--- config.mk ---
export PLATFORM = sky130hd
export DESIGN_NAME = zorder_progressive_tile_walker_top
export DESIGN_NICKNAME = d
export VERILOG_FILES = /design/src/hw/rtl/zptw_pkg.sv /design/src/hw/rtl/zptw_ctrl.sv /design/src/hw/rtl/zptw_datapath.sv /design/src/hw/rtl/zorder_progressive_tile_walker_top.sv
export SDC_FILE = /design/constraint.sdc
export NUM_CORES = 1
export LEC_CHECK = 0
export BUFFER_PORTS_ARGS = -buffer_cell sky130_fd_sc_hd__clkbuf_2
export CAP_MARGIN = 20
export CORE_ASPECT_RATIO = 0.6
export CORE_MARGIN = 2
export CORE_UTILIZATION = 30
export CTS_CLUSTER_DIAMETER = 120
export DETAILED_ROUTE_END_ITERATION = 7
export MAX_ROUTING_LAYER = met4
export PLACE_DENSITY = 0.58
export SYNTH_ARGS = -nofsm -noshare
export SYNTH_HDL_FRONTEND = slang
export SYNTH_SLANG_ARGS = --single-unit
--- constraint.sdc ---
create_clock -name clk -period 7.9 [get_ports clk]
set_input_delay 1.185 -clock clk [delete_from_list [all_inputs] [get_ports clk]]
set_output_delay 1.185 -clock clk [all_outputs]
set_load 0.01 [all_outputs]
--- src/hw/rtl/zptw_pkg.sv ---
// zptw_pkg: shared types and constants of the z-order tile walker
// command and status structs between controller and datapath, register indexes
// no dependencies
`timescale 1ns / 1ps

package zptw_pkg;

  // stream widths, fields packed from bit 0 and filled to whole bytes
  localparam int IN_W  = 8;
  localparam int OUT_W = 72;

  // configuration port
  localparam int CFG_IDX_W  = 2;
  localparam int CFG_DATA_W = 16;

  localparam logic [CFG_IDX_W-1:0] CFG_IMAGE_WIDTH  = 2'd0;
  localparam logic [CFG_IDX_W-1:0] CFG_IMAGE_HEIGHT = 2'd1;
  localparam logic [CFG_IDX_W-1:0] CFG_SAMPLE_COUNT = 2'd2;

  localparam logic [15:0] IMAGE_WIDTH_RST  = 16'd256;
  localparam logic [15:0] IMAGE_HEIGHT_RST = 16'd256;
  localparam logic [15:0] SAMPLE_COUNT_RST = 16'd128;

  typedef enum logic [1:0] {
    ST_IDLE,
    ST_SCAN,
    ST_EMIT
  } zptw_state_t;

  // controller to datapath
  typedef struct packed {
    logic load;   // latch grid size, start search at saved index
    logic step;   // move to the next morton index
    logic take;   // current tile is the result
    logic wrap;   // end of pass: advance sample range, restart at zero
    logic miss;   // no tile in whole grid: zero corner, reset index
    logic emit;   // load the output register
  } zptw_cmd_t;

  // datapath to controller
  typedef struct packed {
    logic in_range;  // index below grid tile count
    logic tile_hit;  // tile corner inside the image
    logic wrapped;   // pass already advanced during this request
    logic out_free;  // output register can take a beat
  } zptw_sts_t;

endpackage

--- src/hw/rtl/zptw_ctrl.sv ---
// zptw_ctrl: state machine that sequences one tile request
// depends on zptw_pkg
`timescale 1ns / 1ps

module zptw_ctrl (
  input  logic                clk,
  input  logic                rst_n,
  input  logic                in_tvalid,
  output logic                in_tready,
  input  logic                request,
  input  zptw_pkg::zptw_sts_t sts,
  output zptw_pkg::zptw_cmd_t cmd
);
  import zptw_pkg::*;

  zptw_state_t state_r, state_nxt;

  always_ff @(posedge clk) begin
    if (!rst_n) begin
      state_r <= ST_IDLE;
    end else begin
      state_r <= state_nxt;
    end
  end

  always_comb begin
    state_nxt = state_r;
    cmd       = '0;
    in_tready = 1'b0;
    unique case (state_r)
      ST_IDLE: begin
        in_tready = 1'b1;
        if (in_tvalid && request) begin
          cmd.load  = 1'b1;
          state_nxt = ST_SCAN;
        end
      end
      ST_SCAN: begin
        if (!sts.in_range) begin
          if (!sts.wrapped) begin
            cmd.wrap = 1'b1;
          end else begin
            cmd.miss  = 1'b1;
            state_nxt = ST_EMIT;
          end
        end else if (sts.tile_hit) begin
          cmd.take  = 1'b1;
          state_nxt = ST_EMIT;
        end else begin
          cmd.step = 1'b1;
        end
      end
      ST_EMIT: begin
        if (sts.out_free) begin
          cmd.emit  = 1'b1;
          state_nxt = ST_IDLE;
        end
      end
      default: begin
        state_nxt = ST_IDLE;
      end
    endcase
  end

endmodule

--- src/hw/rtl/zptw_datapath.sv ---
// zptw_datapath: config registers, morton index counter, tile culling,
// sample range update and output register; depends on zptw_pkg
`timescale 1ns / 1ps

module zptw_datapath #(
  parameter int TILE_SIZE  = 8,
  parameter int INDEX_BITS = 16
) (
  input  logic                             clk,
  input  logic                             rst_n,
  input  logic                             cfg_we,
  input  logic [zptw_pkg::CFG_IDX_W-1:0]   cfg_index,
  input  logic [zptw_pkg::CFG_DATA_W-1:0]  cfg_data,
  input  zptw_pkg::zptw_cmd_t              cmd,
  output zptw_pkg::zptw_sts_t              sts,
  output logic                             out_tvalid,
  input  logic                             out_tready,
  output logic [zptw_pkg::OUT_W-1:0]       out_tdata
);
  import zptw_pkg::*;

  localparam int CB  = INDEX_BITS / 2;          // column / row bits
  localparam int GLW = $clog2(CB + 1);          // log2 of grid side, 0..CB
  localparam int SW  = CB + 7;                  // side or column times tile size
  localparam int CW  = (SW > 16) ? SW : 16;     // compare width

  logic [15:0] image_width_r, image_height_r, sample_count_r;
  logic [INDEX_BITS:0] idx_r, next_index_r;
  logic [15:0] range_first_r, range_last_r;
  logic [GLW-1:0] glog_r, glog_nxt;
  logic wrapped_r;
  logic [15:0] res_x_r, res_y_r;
  logic out_valid_r;
  logic [OUT_W-1:0] out_data_r;

  logic [CB-1:0] col, row;
  logic [CW-1:0] px, py;
  logic [16:0] dbl;
  logic [15:0] last_nxt;

  // configuration writes
  always_ff @(posedge clk) begin
    if (!rst_n) begin
      image_width_r  <= IMAGE_WIDTH_RST;
      image_height_r <= IMAGE_HEIGHT_RST;
      sample_count_r <= SAMPLE_COUNT_RST;
    end else if (cfg_we) begin
      unique case (cfg_index)
        CFG_IMAGE_WIDTH:  image_width_r  <= cfg_data;
        CFG_IMAGE_HEIGHT: image_height_r <= cfg_data;
        CFG_SAMPLE_COUNT: sample_count_r <= cfg_data;
        default: ;
      endcase
    end
  end

  // grid side: smallest power of two whose tile span passes both extents, capped
  always_comb begin
    glog_nxt = GLW'(CB);
    for (int k = CB - 1; k >= 0; k--) begin
      if (!(((CW'(TILE_SIZE) << k) <= CW'(image_width_r)) ||
            ((CW'(TILE_SIZE) << k) <= CW'(image_height_r)))) begin
        glog_nxt = GLW'(k);
      end
    end
  end

  // de-interleave: column on even bits, row on odd bits
  always_comb begin
    for (int b = 0; b < CB; b++) begin
      col[b] = idx_r[2*b];
      row[b] = idx_r[2*b+1];
    end
  end

  assign px = CW'(col) * CW'(TILE_SIZE);
  assign py = CW'(row) * CW'(TILE_SIZE);

  assign sts.in_range = ((idx_r >> {glog_r, 1'b0}) == '0);
  assign sts.tile_hit = (px < CW'(image_width_r)) && (py < CW'(image_height_r));
  assign sts.wrapped  = wrapped_r;
  assign sts.out_free = !out_valid_r || out_tready;

  // next pass range: last doubles, saturating at the sample count
  assign dbl      = {range_last_r, 1'b0};
  assign last_nxt = (dbl < {1'b0, sample_count_r}) ? dbl[15:0] : sample_count_r;

  always_ff @(posedge clk) begin
    if (!rst_n) begin
      next_index_r  <= '0;
      range_first_r <= '0;
      range_last_r  <= 16'd1;
      wrapped_r     <= 1'b0;
      out_valid_r   <= 1'b0;
    end else begin
      if (cmd.load) begin
        wrapped_r <= 1'b0;
      end else if (cmd.wrap) begin
        wrapped_r     <= 1'b1;
        range_first_r <= range_last_r;
        range_last_r  <= last_nxt;
      end
      if (cmd.take) begin
        next_index_r <= idx_r + 1'b1;
      end else if (cmd.miss) begin
        next_index_r <= '0;
      end
      if (cmd.emit) begin
        out_valid_r <= 1'b1;
      end else if (out_tready) begin
        out_valid_r <= 1'b0;
      end
    end
  end

  always_ff @(posedge clk) begin
    if (cmd.load) begin
      glog_r <= glog_nxt;
      idx_r  <= next_index_r;
    end else if (cmd.wrap) begin
      idx_r <= '0;
    end else if (cmd.step) begin
      idx_r <= idx_r + 1'b1;
    end
    if (cmd.take) begin
      res_x_r <= px[15:0];
      res_y_r <= py[15:0];
    end else if (cmd.miss) begin
      res_x_r <= '0;
      res_y_r <= '0;
    end
    if (cmd.emit) begin
      out_data_r <= {6'd0,
                     (range_first_r == range_last_r),
                     (range_first_r < range_last_r),
                     range_last_r, range_first_r, res_y_r, res_x_r};
    end
  end

  assign out_tvalid = out_valid_r;
  assign out_tdata  = out_data_r;

  // a found tile is only taken inside the grid and the image
  a_take_in_range: assert property (@(posedge clk) disable iff (!rst_n)
    cmd.take |-> (sts.in_range && sts.tile_hit))
    else $error("tile taken outside grid or image");

  // output register never overwritten while a beat waits
  a_emit_free: assert property (@(posedge clk) disable iff (!rst_n)
    cmd.emit |-> (!out_valid_r || out_tready))
    else $error("result overwrote a pending beat");

  // a pass advances at most once per request
  a_single_wrap: assert property (@(posedge clk) disable iff (!rst_n)
    (cmd.wrap && !cmd.load) |-> !wrapped_r)
    else $error("second pass advance in one request");

  // after a taken tile the search resumes past it
  a_take_index: assert property (@(posedge clk) disable iff (!rst_n)
    cmd.take |=> (next_index_r != '0))
    else $error("next index did not move past taken tile");

endmodule

--- src/hw/rtl/zorder_progressive_tile_walker_top.sv ---
// zorder_progressive_tile_walker_top: top level of the z-order tile walker
// instantiates zptw_ctrl and zptw_datapath; depends on zptw_pkg
`timescale 1ns / 1ps

// usage
// - in_* carries request beats; request = 1 asks for the next tile, a beat with
//   request = 0 is taken and dropped without a result
// - out_* returns one beat per request: tile corner in pixels and the sample
//   range of the current pass, with flags for a nonempty range and for done
// - cfg_* writes image width, height and sample count (indexes 0, 1, 2); write
//   only while no request is in flight
// - tiles are visited in morton order over a square power-of-two grid; tiles
//   whose corner lies outside the image are skipped one index per cycle
// - an accepted request scans from the saved index, restarts once at zero when
//   the pass wraps, and loads the output register once that register is free
// - the scan tests one morton index per cycle, which sets the rate if out_* is free
// - in_tready is high only while no request is being worked on; a finished
//   beat waiting in the output register does not hold off the next request,
//   but that request's result waits until the receiver takes the old one
// - reset (rst_n low at a clock edge) restores the register defaults
//   (256, 256, 128), restarts the walk at index 0 with range 0 to 1 and drops
//   any pending output beat
module zorder_progressive_tile_walker_top #(
  parameter int TILE_SIZE  = 8,
  parameter int INDEX_BITS = 16
) (
  input  logic                            clk,
  input  logic                            rst_n,
  // request beats
  input  logic                            in_tvalid,
  output logic                            in_tready,
  input  logic [zptw_pkg::IN_W-1:0]       in_tdata,   // [0] request, [7:1] zero
  // result beats
  output logic                            out_tvalid,
  input  logic                            out_tready,
  // [15:0] tile_x, [31:16] tile_y, [47:32] sample_first, [63:48] sample_last,
  // [64] range_nonempty, [65] all_done, [71:66] zero
  output logic [zptw_pkg::OUT_W-1:0]      out_tdata,
  // register writes
  input  logic                            cfg_we,
  input  logic [zptw_pkg::CFG_IDX_W-1:0]  cfg_index,
  input  logic [zptw_pkg::CFG_DATA_W-1:0] cfg_data
);
  import zptw_pkg::*;

  zptw_cmd_t cmd;
  zptw_sts_t sts;

  // sequencer: accept, scan indexes, hand result to the output register
  zptw_ctrl u_ctrl (
    .clk       (clk),
    .rst_n     (rst_n),
    .in_tvalid (in_tvalid),
    .in_tready (in_tready),
    .request   (in_tdata[0]),
    .sts       (sts),
    .cmd       (cmd)
  );

  // index counter, culling, sample ranges and output beat register
  zptw_datapath #(
    .TILE_SIZE  (TILE_SIZE),
    .INDEX_BITS (INDEX_BITS)
  ) u_datapath (
    .clk        (clk),
    .rst_n      (rst_n),
    .cfg_we     (cfg_we),
    .cfg_index  (cfg_index),
    .cfg_data   (cfg_data),
    .cmd        (cmd),
    .sts        (sts),
    .out_tvalid (out_tvalid),
    .out_tready (out_tready),
    .out_tdata  (out_tdata)
  );

endmodule

; ---- Word-level counts from Yosys, hierarchy flattened
; Cells that the tools add are included.
[classes]
bitwise_logic = 2
n_eq_ne = 9
n_shift = 1
mul = 0
muxes = 36
n_div = 0
magnitude_cmp = 20
n_reduce_logical = 27
n_addsub = 1
[op_table]
columns = cell, count
row1 = 17-bit 2-to-1 mux, 5
row2 = 11-bit 2-to-1 mux, 3
row3 = 10-bit by 16-bit less-or-equal comparator with 1-bit output (first input constant), 2
row4 = 11-bit by 16-bit less-or-equal comparator with 1-bit output (first input constant), 2
row5 = 4-bit by 16-bit less-or-equal comparator with 1-bit output (first input constant), 2
row6 = 5-bit by 16-bit less-or-equal comparator with 1-bit output (first input constant), 2
row7 = 6-bit by 16-bit less-or-equal comparator with 1-bit output (first input constant), 2
row8 = 7-bit by 16-bit less-or-equal comparator with 1-bit output (first input constant), 2
row9 = 8-bit by 16-bit less-or-equal comparator with 1-bit output (first input constant), 2
row10 = 9-bit by 16-bit less-or-equal comparator with 1-bit output (first input constant), 2
row11 = 11-bit by 16-bit less-than comparator with 1-bit output, 2
row12 = 2-bit 2-to-1 mux, 9
row13 = 17-bit by 1-bit adder with 17-bit output (second input constant), 1
row14 = 17-bit logical NOT, 1
row15 = 17-bit by 16-bit less-than comparator with 1-bit output, 1
row16 = 17-bit by 5-bit right shift with 17-bit output, 1
row17 = 16-bit == test, 1
row18 = 16-bit less-than comparator, 1
row19 = 16-bit 2-to-1 mux, 1
row20 = 1-bit 2-to-1 mux, 12
row21 = 2-bit AND reduction, 5
row22 = 1-bit logical OR, 9
row23 = 3-bit 2-to-1 mux, 3
row24 = 4-bit 2-to-1 mux, 2
row25 = other kinds (16), 23
[totals]
reg_bits = 188
latch_bits = 0
input_bits = 31
romBits = 0
mem_count = 0
mem_bits_rw = 0

; ---- Longest topological paths before layout
[depth]
word_depth = 9
mapped_depth = 10

; ---- By module
; Synthesis repeated with hierarchy kept, for this count alone.
[hier_totals]
hier_cells = 868
area_unflattened_um2 = 8613.3
[modules_own_cells]
columns = module, instances, area_per_inst_um2, cells_each
row1 = zptw_datapath, 1, 8455.6, 852
row2 = zptw_ctrl, 1, 157.7, 16

; ---- Worst setup path after synthesis
; OpenSTA, ideal clock, no wires.
[synth_path]
kind = input to register
from = input out_tready
to = register u_datapath.out_data_r[10] (netlist: u_datapath.out_tdata[10]), enable pin
t_required_ns = 7.436
n_path_buf = 0
cell_stages = 2
t_arrival_ns = 3.561
slack_ns = 3.875
cell_sequence = nand2b_1 nor2b_1
[synth_rtl]
columns = item, line_no
row1 = "start, declared", zorder_progressive_tile_walker_top.sv:35  ; input logic out_tready,
row2 = "end signal, assigned", zptw_datapath.sv:133  ; out_data_r <= {6'd0,
row3 = "end, declared", zptw_datapath.sv:34  ; logic [OUT_W-1:0] out_data_r;

; ---- Final worst setup path
[layout_path]
from = register u_datapath.glog_r[2]
to = register u_datapath.idx_r[13], enable pin
[layout_via]
elab_chain_len = 5
[layout_rtl]
columns = item, line_no
row1 = "start, declared", zptw_datapath.sv:30  ; logic [GLW-1:0] glog_r, glog_nxt;
row2 = "start signal, assigned", zptw_datapath.sv:118  ; glog_r <= glog_nxt;
row3 = 17-bit by 5-bit right shift with 17-bit output (*), zptw_datapath.sv:79  ; assign sts.in_range = ((idx_r >> {glog_r, 1'b0}) == '0);
row4 = 17-bit logical NOT (*), zptw_datapath.sv:79
row5 = 2-bit 2-to-1 mux, zptw_ctrl.sv:39  ; if (!sts.in_range) begin
row6 = 4-bit 2-to-1 mux (*), zptw_ctrl.sv:30  ; unique case (state_r)
row7 = 3-bit nonzero test (no source line) (*), n/a
row8 = "end signal, assigned", zptw_datapath.sv:119  ; idx_r <= next_index_r;
row9 = "end signal, assigned", zptw_datapath.sv:123  ; idx_r <= idx_r + 1'b1;
row10 = "end, declared", zptw_datapath.sv:28  ; logic [INDEX_BITS:0] idx_r, next_index_r;
; Every way passes the cells marked *; elsewhere a longest branch is shown, timed or not.
; A chain may end at the register's enable or synchronous reset.

==> impl_metrics.ini <==
[drt]
vias_per_cell = 4.72
firstDrtPassIters = 5
ant_nets = 0
wl_mm = 20.5
vias = 6315
drc = 0
drtIter0Drc = 507
wl_per_cell_um = 15.3

[grt]
grt-ovfl-total = 0
antenna_found_initial = 8
grt_pass1_wl_mm = 32.6
first_global_vias = 5848
track_usage = 0.142
grt_start_max_net_pins = 67

[worst_setup_path]
worstSetupStartpointType = register
max_stage_delay_ns = 0.67
worst_path_max_delay_cell = nand2_1
cp.arrival_ns = 3.66
worstSetupPathType = reg -> reg
path_buf_inv = 1
cp-startpoint = u_datapath.glog_r[2]
worstPathMaxFanout = 66
path_cells = or4b_4 -> a211o_1 -> o21bai_1 -> o22ai_4 -> buf_4 -> nor2_1 -> nand2_1
crit_family = simple AND/OR/NAND/NOR gates
worstReg2RegStart = u_datapath.glog_r[2]
required_ns = 7.96
worst_setup_path_end_kind = register

[power]
powerDensity_mw_per_mm2 = 247
p_sw_mw = 0.763
p_seq_frac = 0.483
switching_share = 0.309
intPower_mw = 1.70
p_comb_frac = 0.178
clockPowerShare = 0.339
p_total_mw = 2.46
irDropWorstVdd_mv = 0.119
leakage_nw = 3.72

[outcome]
outcome = completed

[yosys]
netlist_top_cells_area = edfxtp_1, dfxtp_1, nand2_1
synthDistinctLibCells = 57
avgSynthCellArea_sq_um = 9.97
dominantRegCellSynth = dfxtp_1
synth_edf_count = 87
yosys_register_bits = 188
syn-cell-area_sq_mm = 0.00878
ys_seq_area_frac = 0.528
yosysTopAreaCell = edfxtp_1
yosys_warnings = 0
synth_top_area_share = 0.298
synthCells = 880
async_flop_share = 0

[layout]
final_cell_mix = nand2_1, dfxtp_1, edfxtp_1
design_area_sq_mm = 0.0100
instances_no_fill = 1339
areaGrowthSynthToFinish_pct = 13.9
final_common_cell = nand2_1
drive_gt1_frac = 0.134
nets = 1022

[hold_path]
min_path_type = reg -> reg
hp-start = u_datapath.res_y_r[7]

[clocking]
cts_buffer_depth = 2
ctsResizeCount = 0
cts_made_buffers = 17
cts_tree = done
cts_setup_buffers = 0
cts_hold_buf = 0
clkSinkCount = 188
htreeDepth = 4
clkLatencyLatePin_ns = 0.44
root_buffer = clkbuf_16
cts.clk_slew.worst_paths_ns = 0.07

[placed_design]
gp_congestion = 0.820
port_buffers = 75
postPlaceCellArea_sq_mm = 0.00940
place_inst = 1298
dp_hpwl_mm = 14.6

[floorplanning]
io_pins = 105
core_sq_mm = 0.0288
die_w_um = 225
rows = 48
start_util = 0.305
die-height_um = 136
die_area_sq_mm = 0.0307

[timing]
min_period_ns = 3.60
finalCritPeriodShare = 0.456
final_hold_viol_count = 0
slew_violations = 0
worst_pin_slew_ns = 1.14
skew_ns = 0.0164
setup_violations = 0
fmax_mhz = 278
rsz0062_at_grt = false
fin_hold_ws_ns = 0.422
tns_ns = 0
maxSlewHeadroom = 0.234

[job]
max_cap_viol_count = 0
==> registers in the layout, summed over array words and instances, names as in the netlist, 16 cells and up <==
| signal | cells |
|---|---|
| u_datapath.image_width_r | 16 |
| u_datapath.sample_count_r | 16 |
| u_datapath.range_last_r | 16 |
| u_datapath.range_first_r | 16 |
| u_datapath.out_tdata | 50 |
| u_datapath.idx_r | 17 |
| u_datapath.next_index_r | 17 |
| u_datapath.image_height_r | 16 |
==> cell usage after synthesis (4+ instances only) <==
cell type	count
a211oi_1	5
a21o_1	8
a21oi_1	86
and2_1	16
buf_2	9
buf_4	23
buf_6	4
clkbuf_1	23
dfxtp_1	101
edfxtp_1	87
ha_1	48
inv_1	48
mux2i_1	48
nand2_1	166
nand2b_1	11
nand3_1	14
nand4_1	10
nor2_1	41
nor2b_1	5
nor3_1	10
nor4_1	6
o211ai_1	9
o21ai_0	35
xnor2_1	8
xor2_1	7
==> worst reg2reg max path, stage by stage, from the launching register on <==
cell      delay [ns]
edfxtp_1        0.49
or4b_4          0.61
a211o_1         0.35
o21bai_1        0.20
o22ai_4         0.14
buf_4           0.63
nor2_1          0.12
nand2_1         0.67
==> path summary, 6_finish.rpt <==
path              cells past startpoint                  endpoint  slack [ns]
setup / recovery                      7      u_datapath.idx_r[13]        4.30
hold / removal                        0  u_datapath.out_tdata[23]        0.42
setup reg to reg                      7      u_datapath.idx_r[13]        4.30
hold reg to reg                       0  u_datapath.out_tdata[23]        0.42
==> area by class of cell <==
cell class / instances / area (sq um)
Clock inverter: 14 / 129
Timing Repair Buffer: 83 / 435
Antenna cell: 8 / 20.0
Tap cell: 375 / 469
Inverter: 50 / 188
Multi-Input combinational cell: 603 / 3680
Clock buffer: 18 / 439
Sequential cell: 188 / 4630
Fill cell: 2865 / 18800
==> stage by stage <==
step	worst slack (ns)	util
finish	4.30	0.348
global route	4.10	0.348
CTS	4.28	0.347
detailed placement	4.29	0.327
global placement	4.31	0.327
floorplan	3.87	-
==> cells by family (layout without fill, tap and decap cells) <==
logic type / after synthesis / count (layout) / share of synthesized area
mux: 48 / 48 / 0.0547
other cells: 1 / 30 / 0.000427
fa+ha+maj: 48 / 48 / 0.0684
xor+xnor: 15 / 15 / 0.0150
buf+inv: 110 / 165 / 0.0634
compound gates: 167 / 167 / 0.111
flops: 188 / 188 / 0.528
simple gates: 303 / 303 / 0.159
==> routing by layer <==
metal | global-route usage | vias to the layer above | wire, um
met4 | 0.0453 | 0 | 206
met2 | 0.186 | 152 | 8080
met1 | 0.202 | 2980 | 10600
met5 | - | - | 0
li1 | - | 3169 | -
met3 | 0.0454 | 14 | 1550
==> power by group through the flow <==
stage | Sequential, mW | Clock (mW) | Combinational (mW)
final | 1.19 | 0.836 | 0.438
after global routing | 1.20 | 0.888 | 0.497
after CTS | 1.19 | 0.850 | 0.439
after detailed placement | 1.21 | 0 | 0.435
after global placement | 1.21 | 0 | 0.425
after floorplan | 1.17 | 0 | 0.352
Power figures use the tool's default switching activity.
